<file path="config.mk">
export PLATFORM = sky130hd
export DESIGN_NAME = isotp_request_reassembler
export DESIGN_NICKNAME = d
export VERILOG_FILES = /design/src/hw/rtl/itrr_pkg.sv /design/src/hw/rtl/itrr_ram.sv /design/src/hw/rtl/isotp_request_reassembler.sv
export SDC_FILE = /design/constraint.sdc
export NUM_CORES = 2
export LEC_CHECK = 0
export BUFFER_PORTS_ARGS = -buffer_cell sky130_fd_sc_hd__buf_2
export CAP_MARGIN = 0
export CORE_UTILIZATION = 35
export DETAILED_ROUTE_END_ITERATION = 8
export SLEW_MARGIN = 20
export SYNTH_ARGS = -nofsm -noshare
export SYNTH_HDL_FRONTEND = slang
export SYNTH_SLANG_ARGS = --single-unit
export TNS_END_PERCENT = 5
</file>
<file path="constraint.sdc">
create_clock -name clock -period 12.15 [get_ports clock]
set_input_delay 1.8225 -clock clock [delete_from_list [all_inputs] [get_ports clock]]
set_output_delay 1.8225 -clock clock [all_outputs]
set_load 0.01 [all_outputs]
</file>
<file path="src/hw/rtl/itrr_pkg.sv">
// ----------------------------------------------------------------------------
// ISO-TP request reassembler package
// Shared constants, codes and the result word type.
// ----------------------------------------------------------------------------
package itrr_pkg;

   // Default buffer size in bytes.
   localparam int BUFFER_BYTES_DEF = 256;

   // Configuration register indexes and reset values.
   localparam logic CSR_SESSION_TIMEOUT    = 1'b0;
   localparam logic CSR_MULTIFRAME_TIMEOUT = 1'b1;
   localparam logic [15:0] SESSION_TIMEOUT_RST    = 16'd5000;
   localparam logic [15:0] MULTIFRAME_TIMEOUT_RST = 16'd5000;

   // Input operations.
   localparam logic [1:0] OP_FRAME = 2'd0;
   localparam logic [1:0] OP_TICK  = 2'd1;
   localparam logic [1:0] OP_READ  = 2'd2;

   // Frame types, taken from the high nibble of byte 0.
   localparam logic [3:0] FT_SINGLE      = 4'h0;
   localparam logic [3:0] FT_FIRST       = 4'h1;
   localparam logic [3:0] FT_CONSECUTIVE = 4'h2;

   // Result kinds.
   localparam logic [2:0] KIND_CTS     = 3'd0;
   localparam logic [2:0] KIND_NEG     = 3'd1;
   localparam logic [2:0] KIND_READY   = 3'd2;
   localparam logic [2:0] KIND_DATA    = 3'd3;
   localparam logic [2:0] KIND_REFUSED = 3'd4;
   localparam logic [2:0] KIND_BUSY    = 3'd5;

   // Negative response codes.
   localparam logic [7:0] NRC_NONE = 8'h00;
   localparam logic [7:0] NRC_SEQ  = 8'h24;
   localparam logic [7:0] NRC_LONG = 8'h14;

   // Session defaults.
   localparam logic [7:0] SVC_SESSION_CTRL = 8'h10;
   localparam logic [7:0] SUB_DEFAULT      = 8'h01;

   // Payload bytes carried by a first and a consecutive frame.
   localparam logic [11:0] FF_BYTES  = 12'd6;
   localparam logic [11:0] CF_BYTES  = 12'd7;
   localparam logic [11:0] MIN_MULTI = 12'd8;

   // Result queue depth.
   localparam int RSP_DEPTH = 8;

   typedef struct packed {
      logic [2:0] kind;
      logic [7:0] nrc;
      logic [7:0] service_id;
      logic [7:0] subfunction;
      logic [8:0] length;
      logic       multi;
      logic [7:0] data;
      logic       last;
   } rsp_type;

endpackage

</file>
<file path="src/hw/rtl/itrr_ram.sv">
// ----------------------------------------------------------------------------
// Generic single-port-write RAM
// One write and one registered read per cycle.
// ----------------------------------------------------------------------------
module itrr_ram #(
   parameter int WIDTH = 8,
   parameter int DEPTH = 32
) (
   input  logic                                   clock,
   input  logic                                   wr_en,
   input  logic [(DEPTH > 1 ? $clog2(DEPTH) : 1)-1:0] wr_addr,
   input  logic [WIDTH-1:0]                       wr_data,
   input  logic [(DEPTH > 1 ? $clog2(DEPTH) : 1)-1:0] rd_addr,
   output logic [WIDTH-1:0]                       rd_data
);

   logic [WIDTH-1:0] mem_ff [DEPTH];
   logic [WIDTH-1:0] rd_data_ff;

   // Write port and registered read port.
   always_ff @(posedge clock) begin
      if (wr_en) begin
         mem_ff[wr_addr] <= wr_data;
      end
      rd_data_ff <= mem_ff[rd_addr];
   end

   assign rd_data = rd_data_ff;

endmodule

</file>
<file path="src/hw/rtl/isotp_request_reassembler.sv">
// ----------------------------------------------------------------------------
// ISO-TP request reassembler
// Receive side of a diagnostic server: reassembles single, first and
// consecutive frames, runs session and multi-frame timeouts, serves buffer reads.
// ----------------------------------------------------------------------------
// A word's results are registered in stage one and then written to the result queue;
// a second result enters the queue together with the first and is shown once the first is popped.
// Throughput: one word per cycle while the queue and stage one hold at most six
// results. The buffer is 8 byte-wide banks so a frame's bytes are all written in the same cycle.
// Reset clears all control state; buffer contents are undefined until written.
module isotp_request_reassembler #(
   parameter int BUFFER_BYTES = itrr_pkg::BUFFER_BYTES_DEF
) (
   input  logic        clock,
   input  logic        reset,
   input  logic        req_valid,
   output logic        req_stall,
   input  logic [1:0]  req_op,
   input  logic [7:0]  req_byte0,
   input  logic [7:0]  req_byte1,
   input  logic [7:0]  req_byte2,
   input  logic [7:0]  req_byte3,
   input  logic [7:0]  req_byte4,
   input  logic [7:0]  req_byte5,
   input  logic [7:0]  req_byte6,
   input  logic [7:0]  req_byte7,
   input  logic        req_server_busy,
   input  logic [7:0]  req_read_index,
   output logic        rsp_valid,
   input  logic        rsp_stall,
   output logic [2:0]  rsp_kind,
   output logic [7:0]  rsp_nrc,
   output logic [7:0]  rsp_service_id,
   output logic [7:0]  rsp_subfunction,
   output logic [8:0]  rsp_length,
   output logic        rsp_multi,
   output logic [7:0]  rsp_data,
   output logic        rsp_last,
   input  logic        csr_wr_en,
   input  logic        csr_index,
   input  logic [15:0] csr_wdata
);

   localparam int BANK_DEPTH = (BUFFER_BYTES + 7) / 8;
   localparam int BANK_AW = BANK_DEPTH > 1 ? $clog2(BANK_DEPTH) : 1;
   localparam logic [11:0] BUF_LEN = BUFFER_BYTES[11:0];
   localparam int QAW = $clog2(itrr_pkg::RSP_DEPTH);
   localparam logic [QAW:0] Q_LIMIT = (QAW + 1)'(itrr_pkg::RSP_DEPTH - 2);

   // Build one result word from the values after the state change.
   function automatic itrr_pkg::rsp_type mk(input logic [2:0] k, input logic [7:0] n,
                                            input logic [7:0] s, input logic [7:0] f,
                                            input logic [11:0] l, input logic m);
      itrr_pkg::rsp_type r;
      r.kind = k;
      r.nrc = n;
      r.service_id = s;
      r.subfunction = f;
      r.length = l[8:0];
      r.multi = m;
      r.data = 8'h00;
      r.last = 1'b0;
      return r;
   endfunction

   // Configuration and control state.
   logic [15:0] sess_to_ff, mft_to_ff;
   logic [31:0] tick_ff, tick_in, act_ff, act_in, gap_start_ff, gap_start_in;
   logic [7:0]  svc_ff, svc_in, sub_ff, sub_in;
   logic [11:0] total_ff, total_in, recv_ff, recv_in;
   logic [3:0]  seq_ff, seq_in;
   logic        rcv_ff, rcv_in, gap_on_ff, gap_on_in;

   // Stage one and the result queue.
   logic [1:0]          s1_cnt_ff, s1_cnt_in;
   itrr_pkg::rsp_type   s1_r0_ff, s1_r0_in, s1_r1_ff, s1_r1_in, push0, push1;
   logic                s1_rd_ff, s1_rd_in;
   logic [2:0]          s1_bank_ff;
   itrr_pkg::rsp_type   q_ff [itrr_pkg::RSP_DEPTH];
   logic [QAW-1:0]      wp_ff, wp_in, rp_ff, rp_in;
   logic [QAW:0]        qcnt_ff, qcnt_in;

   // Buffer bank ports.
   logic                wen [8];
   logic [BANK_AW-1:0]  waddr [8];
   logic [7:0]          wdata [8];
   logic [7:0]          rdata [8];
   logic [BANK_AW-1:0]  raddr;

   logic        accept, pop;
   logic [7:0]  fb [8];
   logic [11:0] ff_total, remaining, cf_cnt, pos, new_recv;
   logic [2:0]  off;
   logic [31:0] tick_next;
   itrr_pkg::rsp_type rb;

   assign accept = req_valid && !req_stall;
   assign pop = rsp_valid && !rsp_stall;
   assign req_stall = (qcnt_ff + (QAW + 1)'(s1_cnt_ff)) > Q_LIMIT;

   assign fb[0] = req_byte0;
   assign fb[1] = req_byte1;
   assign fb[2] = req_byte2;
   assign fb[3] = req_byte3;
   assign fb[4] = req_byte4;
   assign fb[5] = req_byte5;
   assign fb[6] = req_byte6;
   assign fb[7] = req_byte7;

   assign ff_total = {req_byte0[3:0], req_byte1};
   assign remaining = (total_ff > recv_ff) ? (total_ff - recv_ff) : 12'd0;
   assign cf_cnt = (remaining >= itrr_pkg::CF_BYTES) ? itrr_pkg::CF_BYTES : remaining;
   assign new_recv = recv_ff + cf_cnt;
   assign tick_next = tick_ff + 32'd1;
   assign raddr = BANK_AW'({4'b0, req_read_index} >> 3);

   // Decode one word: next state, bank writes and up to two results.
   always_comb begin
      tick_in = tick_ff;
      act_in = act_ff;
      gap_start_in = gap_start_ff;
      svc_in = svc_ff;
      sub_in = sub_ff;
      total_in = total_ff;
      recv_in = recv_ff;
      seq_in = seq_ff;
      rcv_in = rcv_ff;
      gap_on_in = gap_on_ff;
      s1_cnt_in = 2'd0;
      s1_r0_in = '0;
      s1_r1_in = '0;
      s1_rd_in = 1'b0;
      rb = '0;
      pos = 12'd0;
      off = 3'd0;
      for (int k = 0; k < 8; k++) begin
         wen[k] = 1'b0;
         waddr[k] = '0;
         wdata[k] = 8'h00;
      end
      if (accept) begin
         case (req_op)
            itrr_pkg::OP_FRAME: begin
               case (req_byte0[7:4])
                  itrr_pkg::FT_SINGLE: begin
                     if (req_byte0[3:0] != 4'd0 && req_byte0[3:0] <= 4'd7) begin
                        s1_cnt_in = 2'd1;
                        if (req_server_busy) begin
                           s1_r0_in = mk(itrr_pkg::KIND_BUSY, itrr_pkg::NRC_NONE,
                                         svc_ff, sub_ff, recv_ff, 1'b0);
                        end else begin
                           act_in = tick_ff;
                           svc_in = req_byte1;
                           sub_in = req_byte2;
                           s1_r0_in = mk(itrr_pkg::KIND_READY, itrr_pkg::NRC_NONE,
                                         req_byte1, req_byte2, recv_ff, 1'b0);
                        end
                     end
                  end
                  itrr_pkg::FT_FIRST: begin
                     if (ff_total >= itrr_pkg::MIN_MULTI) begin
                        // A running transfer is dropped first.
                        if (rcv_ff) begin
                           total_in = 12'd0;
                           recv_in = 12'd0;
                           seq_in = 4'd0;
                           rcv_in = 1'b0;
                           gap_on_in = 1'b0;
                        end
                        if (req_server_busy) begin
                           rb = mk(itrr_pkg::KIND_BUSY, itrr_pkg::NRC_NONE,
                                   svc_ff, sub_ff, recv_in, 1'b0);
                        end else if (ff_total > BUF_LEN) begin
                           act_in = tick_ff;
                           total_in = 12'd0;
                           recv_in = 12'd0;
                           seq_in = 4'd0;
                           rcv_in = 1'b0;
                           gap_on_in = 1'b0;
                           rb = mk(itrr_pkg::KIND_NEG, itrr_pkg::NRC_LONG,
                                   svc_ff, sub_ff, 12'd0, 1'b0);
                        end else begin
                           act_in = tick_ff;
                           total_in = ff_total;
                           recv_in = itrr_pkg::FF_BYTES;
                           seq_in = 4'd1;
                           rcv_in = 1'b1;
                           gap_on_in = 1'b1;
                           gap_start_in = tick_ff;
                           svc_in = req_byte2;
                           for (int k = 0; k < 6; k++) begin
                              wen[k] = 1'b1;
                              waddr[k] = '0;
                              wdata[k] = fb[k + 2];
                           end
                           rb = mk(itrr_pkg::KIND_CTS, itrr_pkg::NRC_NONE,
                                   req_byte2, sub_ff, itrr_pkg::FF_BYTES, 1'b0);
                        end
                        if (rcv_ff) begin
                           s1_cnt_in = 2'd2;
                           s1_r0_in = mk(itrr_pkg::KIND_NEG, itrr_pkg::NRC_SEQ,
                                         svc_ff, sub_ff, 12'd0, 1'b0);
                           s1_r1_in = rb;
                        end else begin
                           s1_cnt_in = 2'd1;
                           s1_r0_in = rb;
                        end
                     end
                  end
                  itrr_pkg::FT_CONSECUTIVE: begin
                     if (rcv_ff) begin
                        act_in = tick_ff;
                        if (req_byte0[3:0] != seq_ff) begin
                           total_in = 12'd0;
                           recv_in = 12'd0;
                           seq_in = 4'd0;
                           rcv_in = 1'b0;
                           gap_on_in = 1'b0;
                           s1_cnt_in = 2'd1;
                           s1_r0_in = mk(itrr_pkg::KIND_NEG, itrr_pkg::NRC_SEQ,
                                         svc_ff, sub_ff, 12'd0, 1'b0);
                        end else begin
                           // Each bank takes at most one of the appended bytes.
                           for (int k = 0; k < 8; k++) begin
                              off = 3'(3'(k) - recv_ff[2:0]);
                              pos = recv_ff + 12'(off);
                              if (12'(off) < cf_cnt && pos < BUF_LEN) begin
                                 wen[k] = 1'b1;
                                 waddr[k] = BANK_AW'(pos >> 3);
                                 wdata[k] = fb[off + 3'd1];
                              end
                           end
                           recv_in = new_recv;
                           seq_in = req_byte0[3:0] + 4'd1;
                           gap_start_in = tick_ff;
                           if (new_recv >= total_ff) begin
                              rcv_in = 1'b0;
                              gap_on_in = 1'b0;
                              s1_cnt_in = 2'd1;
                              s1_r0_in = mk(itrr_pkg::KIND_READY, itrr_pkg::NRC_NONE,
                                            svc_ff, sub_ff, new_recv, 1'b1);
                           end
                        end
                     end
                  end
                  default: begin
                  end
               endcase
            end
            itrr_pkg::OP_TICK: begin
               tick_in = tick_next;
               if ((tick_next - act_ff) >= {16'd0, sess_to_ff}) begin
                  act_in = tick_next;
                  svc_in = itrr_pkg::SVC_SESSION_CTRL;
                  sub_in = itrr_pkg::SUB_DEFAULT;
               end else if (gap_on_ff && (tick_next - gap_start_ff) >= {16'd0, mft_to_ff}) begin
                  total_in = 12'd0;
                  recv_in = 12'd0;
                  seq_in = 4'd0;
                  rcv_in = 1'b0;
                  gap_on_in = 1'b0;
               end
            end
            itrr_pkg::OP_READ: begin
               s1_cnt_in = 2'd1;
               if (recv_ff > 12'd1 && {4'd0, req_read_index} < recv_ff &&
                   {4'd0, req_read_index} < BUF_LEN) begin
                  s1_rd_in = 1'b1;
                  s1_r0_in = mk(itrr_pkg::KIND_DATA, itrr_pkg::NRC_NONE,
                                svc_ff, sub_ff, recv_ff, 1'b0);
               end else begin
                  s1_r0_in = mk(itrr_pkg::KIND_REFUSED, itrr_pkg::NRC_NONE,
                                svc_ff, sub_ff, recv_ff, 1'b0);
               end
            end
            default: begin
            end
         endcase
         s1_r0_in.last = (s1_cnt_in == 2'd1);
         s1_r1_in.last = 1'b1;
      end
   end

   // Byte-interleaved buffer banks.
   for (genvar g = 0; g < 8; g++) begin : g_bank
      itrr_ram #(
         .WIDTH (8),
         .DEPTH (BANK_DEPTH)
      ) u_bank (
         .clock   (clock),
         .wr_en   (wen[g]),
         .wr_addr (waddr[g]),
         .wr_data (wdata[g]),
         .rd_addr (raddr),
         .rd_data (rdata[g])
      );
   end

   // Merge the read data into stage one results.
   always_comb begin
      push0 = s1_r0_ff;
      push1 = s1_r1_ff;
      if (s1_rd_ff) begin
         push0.data = rdata[s1_bank_ff];
      end
   end

   // Result queue pointers.
   always_comb begin
      wp_in = wp_ff + QAW'(s1_cnt_ff);
      rp_in = rp_ff + QAW'(pop);
      qcnt_in = qcnt_ff + (QAW + 1)'(s1_cnt_ff) - (QAW + 1)'(pop);
   end

   // Control registers.
   always_ff @(posedge clock) begin
      if (reset) begin
         sess_to_ff <= itrr_pkg::SESSION_TIMEOUT_RST;
         mft_to_ff <= itrr_pkg::MULTIFRAME_TIMEOUT_RST;
         tick_ff <= '0;
         act_ff <= '0;
         gap_start_ff <= '0;
         svc_ff <= itrr_pkg::SVC_SESSION_CTRL;
         sub_ff <= itrr_pkg::SUB_DEFAULT;
         total_ff <= '0;
         recv_ff <= '0;
         seq_ff <= '0;
         rcv_ff <= 1'b0;
         gap_on_ff <= 1'b0;
         s1_cnt_ff <= '0;
         s1_rd_ff <= 1'b0;
         wp_ff <= '0;
         rp_ff <= '0;
         qcnt_ff <= '0;
      end else begin
         if (csr_wr_en) begin
            if (csr_index == itrr_pkg::CSR_SESSION_TIMEOUT) begin
               sess_to_ff <= csr_wdata;
            end else begin
               mft_to_ff <= csr_wdata;
            end
         end
         tick_ff <= tick_in;
         act_ff <= act_in;
         gap_start_ff <= gap_start_in;
         svc_ff <= svc_in;
         sub_ff <= sub_in;
         total_ff <= total_in;
         recv_ff <= recv_in;
         seq_ff <= seq_in;
         rcv_ff <= rcv_in;
         gap_on_ff <= gap_on_in;
         s1_cnt_ff <= s1_cnt_in;
         s1_rd_ff <= s1_rd_in;
         wp_ff <= wp_in;
         rp_ff <= rp_in;
         qcnt_ff <= qcnt_in;
      end
   end

   // Payload registers.
   always_ff @(posedge clock) begin
      s1_r0_ff <= s1_r0_in;
      s1_r1_ff <= s1_r1_in;
      s1_bank_ff <= req_read_index[2:0];
      if (s1_cnt_ff != 2'd0) begin
         q_ff[wp_ff] <= push0;
      end
      if (s1_cnt_ff == 2'd2) begin
         q_ff[QAW'(wp_ff + 1'b1)] <= push1;
      end
   end

   assign rsp_valid = (qcnt_ff != '0);
   assign rsp_kind = q_ff[rp_ff].kind;
   assign rsp_nrc = q_ff[rp_ff].nrc;
   assign rsp_service_id = q_ff[rp_ff].service_id;
   assign rsp_subfunction = q_ff[rp_ff].subfunction;
   assign rsp_length = q_ff[rp_ff].length;
   assign rsp_multi = q_ff[rp_ff].multi;
   assign rsp_data = q_ff[rp_ff].data;
   assign rsp_last = q_ff[rp_ff].last;

   // The gap timer runs exactly while a transfer is open.
   a_gap_tracks_rcv: assert property (@(posedge clock) disable iff (reset)
      gap_on_ff == rcv_ff) else $error("gap timer out of step with transfer");

   // An open transfer never holds more bytes than announced.
   a_recv_bound: assert property (@(posedge clock) disable iff (reset)
      rcv_ff |-> (recv_ff <= total_ff && total_ff >= itrr_pkg::MIN_MULTI))
      else $error("received length beyond total length");

   // The queue never overflows.
   a_queue_room: assert property (@(posedge clock) disable iff (reset)
      (qcnt_ff + (QAW + 1)'(s1_cnt_ff)) <= (QAW + 1)'(itrr_pkg::RSP_DEPTH))
      else $error("result queue overflow");

   // Stage one carries two results only for a first frame.
   a_two_results: assert property (@(posedge clock) disable iff (reset)
      s1_cnt_ff == 2'd2 |-> (s1_r0_ff.kind == itrr_pkg::KIND_NEG && !s1_rd_ff))
      else $error("unexpected double result");

endmodule
</file>
======== Yosys cells after proc, flatten, opt, wreduce, memory -nomap -nowiden ========
Memory sizes are Yosys's and may differ from the RTL's. A register that Yosys moved wholly into a read port is not among the register bits.
Cells that the tools add are included.
word-level totals
  word-level logic and storage cells ...... 388
  output and inout bits ................... 48
  register bits after elaboration ......... 282
  bits in writable memories ............... 2416
  bits of input ports ..................... 97
  memories kept ........................... 9
cells by class
  add/sub/neg operators ................... 35
  reductions and logical operators ........ 37
  $lt $le $gt $ge ......................... 36
  bitwise logic cells ..................... 12
  equal/unequal tests ..................... 30
  muxes and demuxes ....................... 194
memory list
  memory                   depth  bits a word  rd ports  clocked after memory_dff  write ports  line                             text
  q_ff                     8      46           1         1                         2            isotp_request_reassembler.sv:79  itrr_pkg::rsp_type q_ff [itrr_pkg::RSP_DEPTH];
  g_bank[0].u_bank.mem_ff  32     8            1         1                         1            itrr_ram.sv:17                   logic [WIDTH-1:0] mem_ff [DEPTH];
  g_bank[1].u_bank.mem_ff  32     8            1         1                         1            itrr_ram.sv:17
  g_bank[2].u_bank.mem_ff  32     8            1         1                         1            itrr_ram.sv:17
  g_bank[3].u_bank.mem_ff  32     8            1         1                         1            itrr_ram.sv:17
  g_bank[4].u_bank.mem_ff  32     8            1         1                         1            itrr_ram.sv:17
  +3 memories              -      -            -         -                         -            -
operators by type and width
  cell                                                                   number
  46-bit 2-to-1 mux                                                      8
  8-bit 2-to-1 mux                                                       41
  32-bit 2-to-1 mux                                                      10
  64-bit 2-to-1 mux                                                      4
  8-bit binary-select mux with 3-bit select                              9
  12-bit 2-to-1 mux                                                      15
  40-bit 2-to-1 mux                                                      4
  48-bit 2-to-1 mux                                                      3
  46-bit one-hot mux with 3 select lines                                 1
  32-bit one-hot mux with 2 select lines                                 2
  12-bit by 3-bit adder with 12-bit output                               8
  12-bit by 9-bit < comparator with 1-bit output, second input constant  8
  3-bit by 12-bit < comparator with 1-bit output                         8
  12-bit one-hot mux with 2 select lines                                 4
  32-bit one-hot mux with 3 select lines                                 1
  48-bit one-hot mux with 2 select lines                                 1
  46-bit one-hot mux with 2 select lines                                 1
  32-bit by 16-bit greater-or-equal comparator with 1-bit output         2
  32-bit subtractor                                                      2
  1-bit 2-to-1 mux                                                       49
  8-bit one-hot mux with 2 select lines                                  3
  45-bit 2-to-1 mux                                                      1
  44-bit 2-to-1 mux                                                      1
  5-bit 2-to-1 mux                                                       8
  61 further kinds                                                       150

======== Logic depth before layout (Yosys ltp) ========
  depth in word-level cells ............... 14
  mapped depth ............................ 35
  mapped depth without buffers ............ 35

======== Hierarchy ========
From an unflattened synthesis, not the netlist that was laid out.
second synthesis, totals
  cell total of the unflattened synthesis .. 7357
  area total of the unflattened synthesis .. 118082.0 sq um
by module, submodules not included
  module                     area an instance (sq um)  seq. area each (sq um)  times used  cells each
  itrr_ram                   10053.4                   7847.5                  8           417
  isotp_request_reassembler  37654.9                   14894.3                 1           4021

======== Worst setup path before layout ========
No wires, ideal clock.
  kind .................................... register -> register
  start ................................... register recv_ff[1]
  end ..................................... register s1_r0_ff, in the netlist push0[33]
  arrival time ............................ 6.679 ns
  stages on the path, launching flop included .. 33
  path slack .............................. 5.327 ns
  setup time .............................. 0.144 ns
  buffers on the path ..................... 0
  period minus slack after synthesis ...... 6.823 ns
  data required time ...................... 12.006 ns
  cells stage by stage .................... dfxtp_1 > inv_1 > ha_1 > nor2b_1 > o21ai_0 > a21oi_1 > o21ai_0 > a21boi_0 > o2111a_1 > o31a_1 > o221ai_1 > o21ai_0 > a31oi_1 > ha_1 > inv_1 > fa_1 > nor2b_1 > o21ai_0 > a21boi_0 > o21ai_0 > a21boi_0 > o21ai_0 > nand2b_1 > xor2_1 > ha_1 > or4_1 > nand3_1 > a21oi_1 > a221oi_1 > o211a_1 > o211ai_1 > a21oi_1 > o22ai_1
between the ends
  longest elaborated chain between the ends .. 11
  elaborated cells between the ends (all ways) .. 12
  classes of those cells .................. add/sub: 2; order compare: 3; mux: 7
ends and longest elaborated chain
  item                                                           line                              text
  from (decl)                                                    isotp_request_reassembler.sv:70   logic [11:0] total_ff, total_in, recv_ff, recv_in;
  from (signal assigned)                                         isotp_request_reassembler.sv:349  recv_ff <= recv_in;
  12-bit subtractor or 12-bit > comparator (tied branches)       isotp_request_reassembler.sv:111  assign remaining = (total_ff > recv_ff) ? (total_ff - recv_ff) : 12'd0;
  12-bit 2-to-1 mux                                              isotp_request_reassembler.sv:111
  12-bit by 3-bit greater-or-equal comparator with 1-bit output  isotp_request_reassembler.sv:112  assign cf_cnt = (remaining >= itrr_pkg::CF_BYTES) ? itrr_pkg::CF_BYTES : remaining;
  12-bit 2-to-1 mux                                              isotp_request_reassembler.sv:112
  12-bit adder *                                                 isotp_request_reassembler.sv:113  assign new_recv = recv_ff + cf_cnt;
  12-bit greater-or-equal comparator *                           isotp_request_reassembler.sv:236  if (new_recv >= total_ff) begin
  45-bit 2-to-1 mux *                                            isotp_request_reassembler.sv:236
  46-bit 2-to-1 mux *                                            isotp_request_reassembler.sv:213  if (req_byte0[3:0] != seq_ff) begin
  46-bit 2-to-1 mux *                                            isotp_request_reassembler.sv:211  if (rcv_ff) begin
  46-bit one-hot mux with 3 select lines *                       isotp_request_reassembler.sv:144  case (req_byte0[7:4])
  46-bit one-hot mux with 2 select lines *                       isotp_request_reassembler.sv:142  case (req_op)
  to (signal assigned)                                           isotp_request_reassembler.sv:363  s1_r0_ff <= s1_r0_in;
  to (decl)                                                      isotp_request_reassembler.sv:76   itrr_pkg::rsp_type s1_r0_ff, s1_r0_in, s1_r1_ff, s1_r1_in, push0, push1;
Every way passes the cells marked *; elsewhere a longest branch is shown, timed or not.
A chain may end at the register's enable or synchronous reset.

======== Worst setup path in the final report ========
  start ................................... register recv_ff[1]
  end ..................................... register s1_r0_ff, in the netlist push0[30]
The elaborated chain is that of the path after synthesis.

==> impl_metrics.json <==
{
  "root_buffer": "clkbuf_16",
  "crit_top_cell": "o21ai_0",
  "vias_per_cell": 5.42,
  "p_sw_share_pct": 22.0,
  "drtIter0Drc": 6838,
  "power.density_nw_per_um2": 148,
  "clkTransAtPathRegs_ns": 0.06,
  "p_switching_mw": 4.38,
  "ys_types": 103,
  "run_status": "completed",
  "cp_slowest_cell": "dfxtp_1",
  "insertion_delay_ns": 0.91,
  "synth.area.top_cells": "edfxtp_1, mux4_2, dfxtp_1",
  "clk_path_buf_depth": 4,
  "dieArea_um2": 342000,
  "timing.fmax_mhz": 115,
  "leakage_nw": 49.2,
  "maxSlewHeadroom_pct": 19.1,
  "synthAdderAreaFrac_pct": 1.98,
  "cts_tree": "built",
  "synthSimpleGateAreaFrac_pct": 7.33,
  "synth_seq_area_share_pct": 65.4,
  "worst_setup_path_end_kind": "flip-flop",
  "synth_top_family_by_area": "multiplexers",
  "cts_resized": 0,
  "criticalPathCategory": "reg -> reg",
  "yosys_warnings": 0,
  "finalHoldViolCount": 0,
  "combPwrFrac_pct": 5.5,
  "async_flop_share_pct": 0,
  "overflow": 0,
  "tightest_slew_ns": 1.21,
  "start_kind": "flip-flop",
  "required_ns": 12.88,
  "synth_top_area_cell": "edfxtp_1",
  "grt_pass1_vias": 68400,
  "rows": 213,
  "synthXorXnorAreaFrac_pct": 1.38,
  "avgRoutedWirePerCell_um": 26.0,
  "synthCells": 7677,
  "antenna_found_initial": 42,
  "setup_viol": 0,
  "synth_mux_area_share_pct": 16.7,
  "path_max_fanout": 13,
  "final_util_pct": 39.9,
  "min_period_ns": 8.72,
  "grt_pass1_wl_um": 475000,
  "syn-cell-area_um2": 119000,
  "port-buffer-count": 139,
  "final_common_cell": "edfxtp_1",
  "ir_drop_mv": 0.112,
  "gp_congestion": 0.960,
  "drc_errors": 0,
  "internal_power_mw": 15.5,
  "grt_usage_pct": 18.8,
  "power_frac_seq_pct": 50.2,
  "numClockSinks": 2692,
  "area_growth_pct": 13.4,
  "grt_setup_unrepaired": "no",
  "synth_edf_count": 2376,
  "tritoncts.num_buffers": 285,
  "die_h_um": 584,
  "firstDrtPassIters": 6,
  "ios": 145,
  "pwr-share-clk_pct": 44.3,
  "cap_violations": 0,
  "ys_ff_latch": 2692,
  "die_w_um": 584,
  "synth_top_area_share_pct": 60.1,
  "max_stage_delay_ns": 0.78,
  "vias": 68200,
  "ant_nets": 0,
  "avgSynthCellArea_um2": 15.5,
  "htreeDepth": 5,
  "grt_start_max_net_pins": 150,
  "hpwlAfterDp_um": 219000,
  "start_util_pct": 35.2,
  "post_cts.repair.setup_buffers": 0,
  "arrival_ns": 9.46,
  "drive_gt1_share_pct": 23.0,
  "final.period_utilization_pct": 71.8,
  "synth_top_flop_cell": "edfxtp_1",
  "setup_tns_ns": 0,
  "core_area_um2": 337000,
  "slew_violations": 0,
  "fin_nets": 8093,
  "synth_compound_area_share_pct": 5.01,
  "wirelength_um": 327000,
  "postCtsHoldBufs": 0,
  "fin_skew_ns": 0.0705,
  "hold_class": "reg -> reg",
  "layout_common_cells": "edfxtp_1, nand2_1, mux4_2"
}
==> cell type report <==
| cell class | instances | area, um2 |
|---|---|---|
| fillers | 30400 | 203000 |
| diodes | 28 | 70.1 |
| clock inverters | 153 | 1750 |
| well taps | 4515 | 5650 |
| inverters | 199 | 747 |
| multi-input cells | 4336 | 39000 |
| flip-flops and latches | 2692 | 77700 |
| repair buffers | 298 | 1980 |
| clock buffers | 365 | 7730 |
==> logic make-up (layout without fill, tap and decap cells) <==
| family | Yosys count | in the layout |
|---|---|---|
| compound gates | 892 | 892 |
| xor+xnor | 185 | 185 |
| fa+ha+maj | 184 | 184 |
| buf+inv | 668 | 1015 |
| flops | 2692 | 2692 |
| mux | 1029 | 1029 |
| other cells | 1 | 48 |
| simple gates | 2026 | 2026 |
==> per-layer routing <==
metal  global-route usage (%)  vias to the layer above  part of all wire, %
met5                        0                        -               0.0083
met4                     9.32                        4                  5.4
met2                     30.9                     2554                   48
li1                         -                    29900                    -
met3                     2.90                      608                  6.5
met1                     24.3                    35200                   40
==> metrics by stage <==
stage               setup slack (ns)  instances  hold slack (ns)  area [um2]  power, mW
CTS                             3.54      12600            0.455      135000       20.1
detailed placement              3.58      12000            0.447      125000       11.3
finish                          3.43      12600            0.453      135000       19.9
global placement                3.58      12000            0.445      125000       11.3
global route                    2.66      12600            0.469      135000       20.5
floorplan                       5.33       7696            0.432      119000       10.9
==> Yosys cell counts, drive strengths merged (33+ instances only) <==
cell / number
xor2: 64
nand2: 982
inv: 197
o211ai: 38
o21ai: 178
mux2: 198
a21o: 38
nor3: 72
and2: 46
edfxtp: 2376
ha: 177
nor2: 605
buf: 161
nand4: 39
o31a: 36
clkbuf: 308
o22ai: 33
xnor2: 120
mux2i: 93
a211oi: 56
nand3: 88
dfxtp: 316
mux4: 738
or3: 43
a21oi: 310
==> critical path, delay by kind of cell (launching register included) <==
| kind | cells | cell delay, ns |
|---|---|---|
| AOI/OAI and AO/OA | 20 | 4.67 |
| adders and majority gates | 4 | 1.41 |
| and+or+nand+nor | 5 | 1.01 |
| DFF | 1 | 0.78 |
| buffers and inverters | 2 | 0.58 |
| xor gates and xnor gates | 1 | 0.13 |
==> power groups by stage <==
stage | clock, mW | sequential, mW | combinational, mW
floorplan | 0 | 10.2 | 0.772
global placement | 0 | 10.2 | 1.09
detailed placement | 0 | 10.2 | 1.10
CTS | 8.99 | 10.0 | 1.10
global route | 9.33 | 10.0 | 1.17
finish | 8.83 | 10.0 | 1.09
==> registers in the layout, indices dropped and copies added, names as in the netlist, 29 cells and up <==
signal,flops
gap_start_ff,32
push0,33
tick_ff,32
act_ff,32
g_bank.u_bank.mem_ff,2048
g_bank.u_bank.rd_data,64
q_ff,328
push1,29
==> worst paths after layout <==
check	end	start	slack [ns]	cells after the start
worst max-delay path	push0[30]	recv_ff[1]	3.43	32
worst min-delay path	gap_start_ff[2]	gap_start_ff[2]	0.45	2
worst max register to register	push0[30]	recv_ff[1]	3.43	32
worst min register to register	gap_start_ff[2]	gap_start_ff[2]	0.45	2
(Power assumes the default switching activity.)
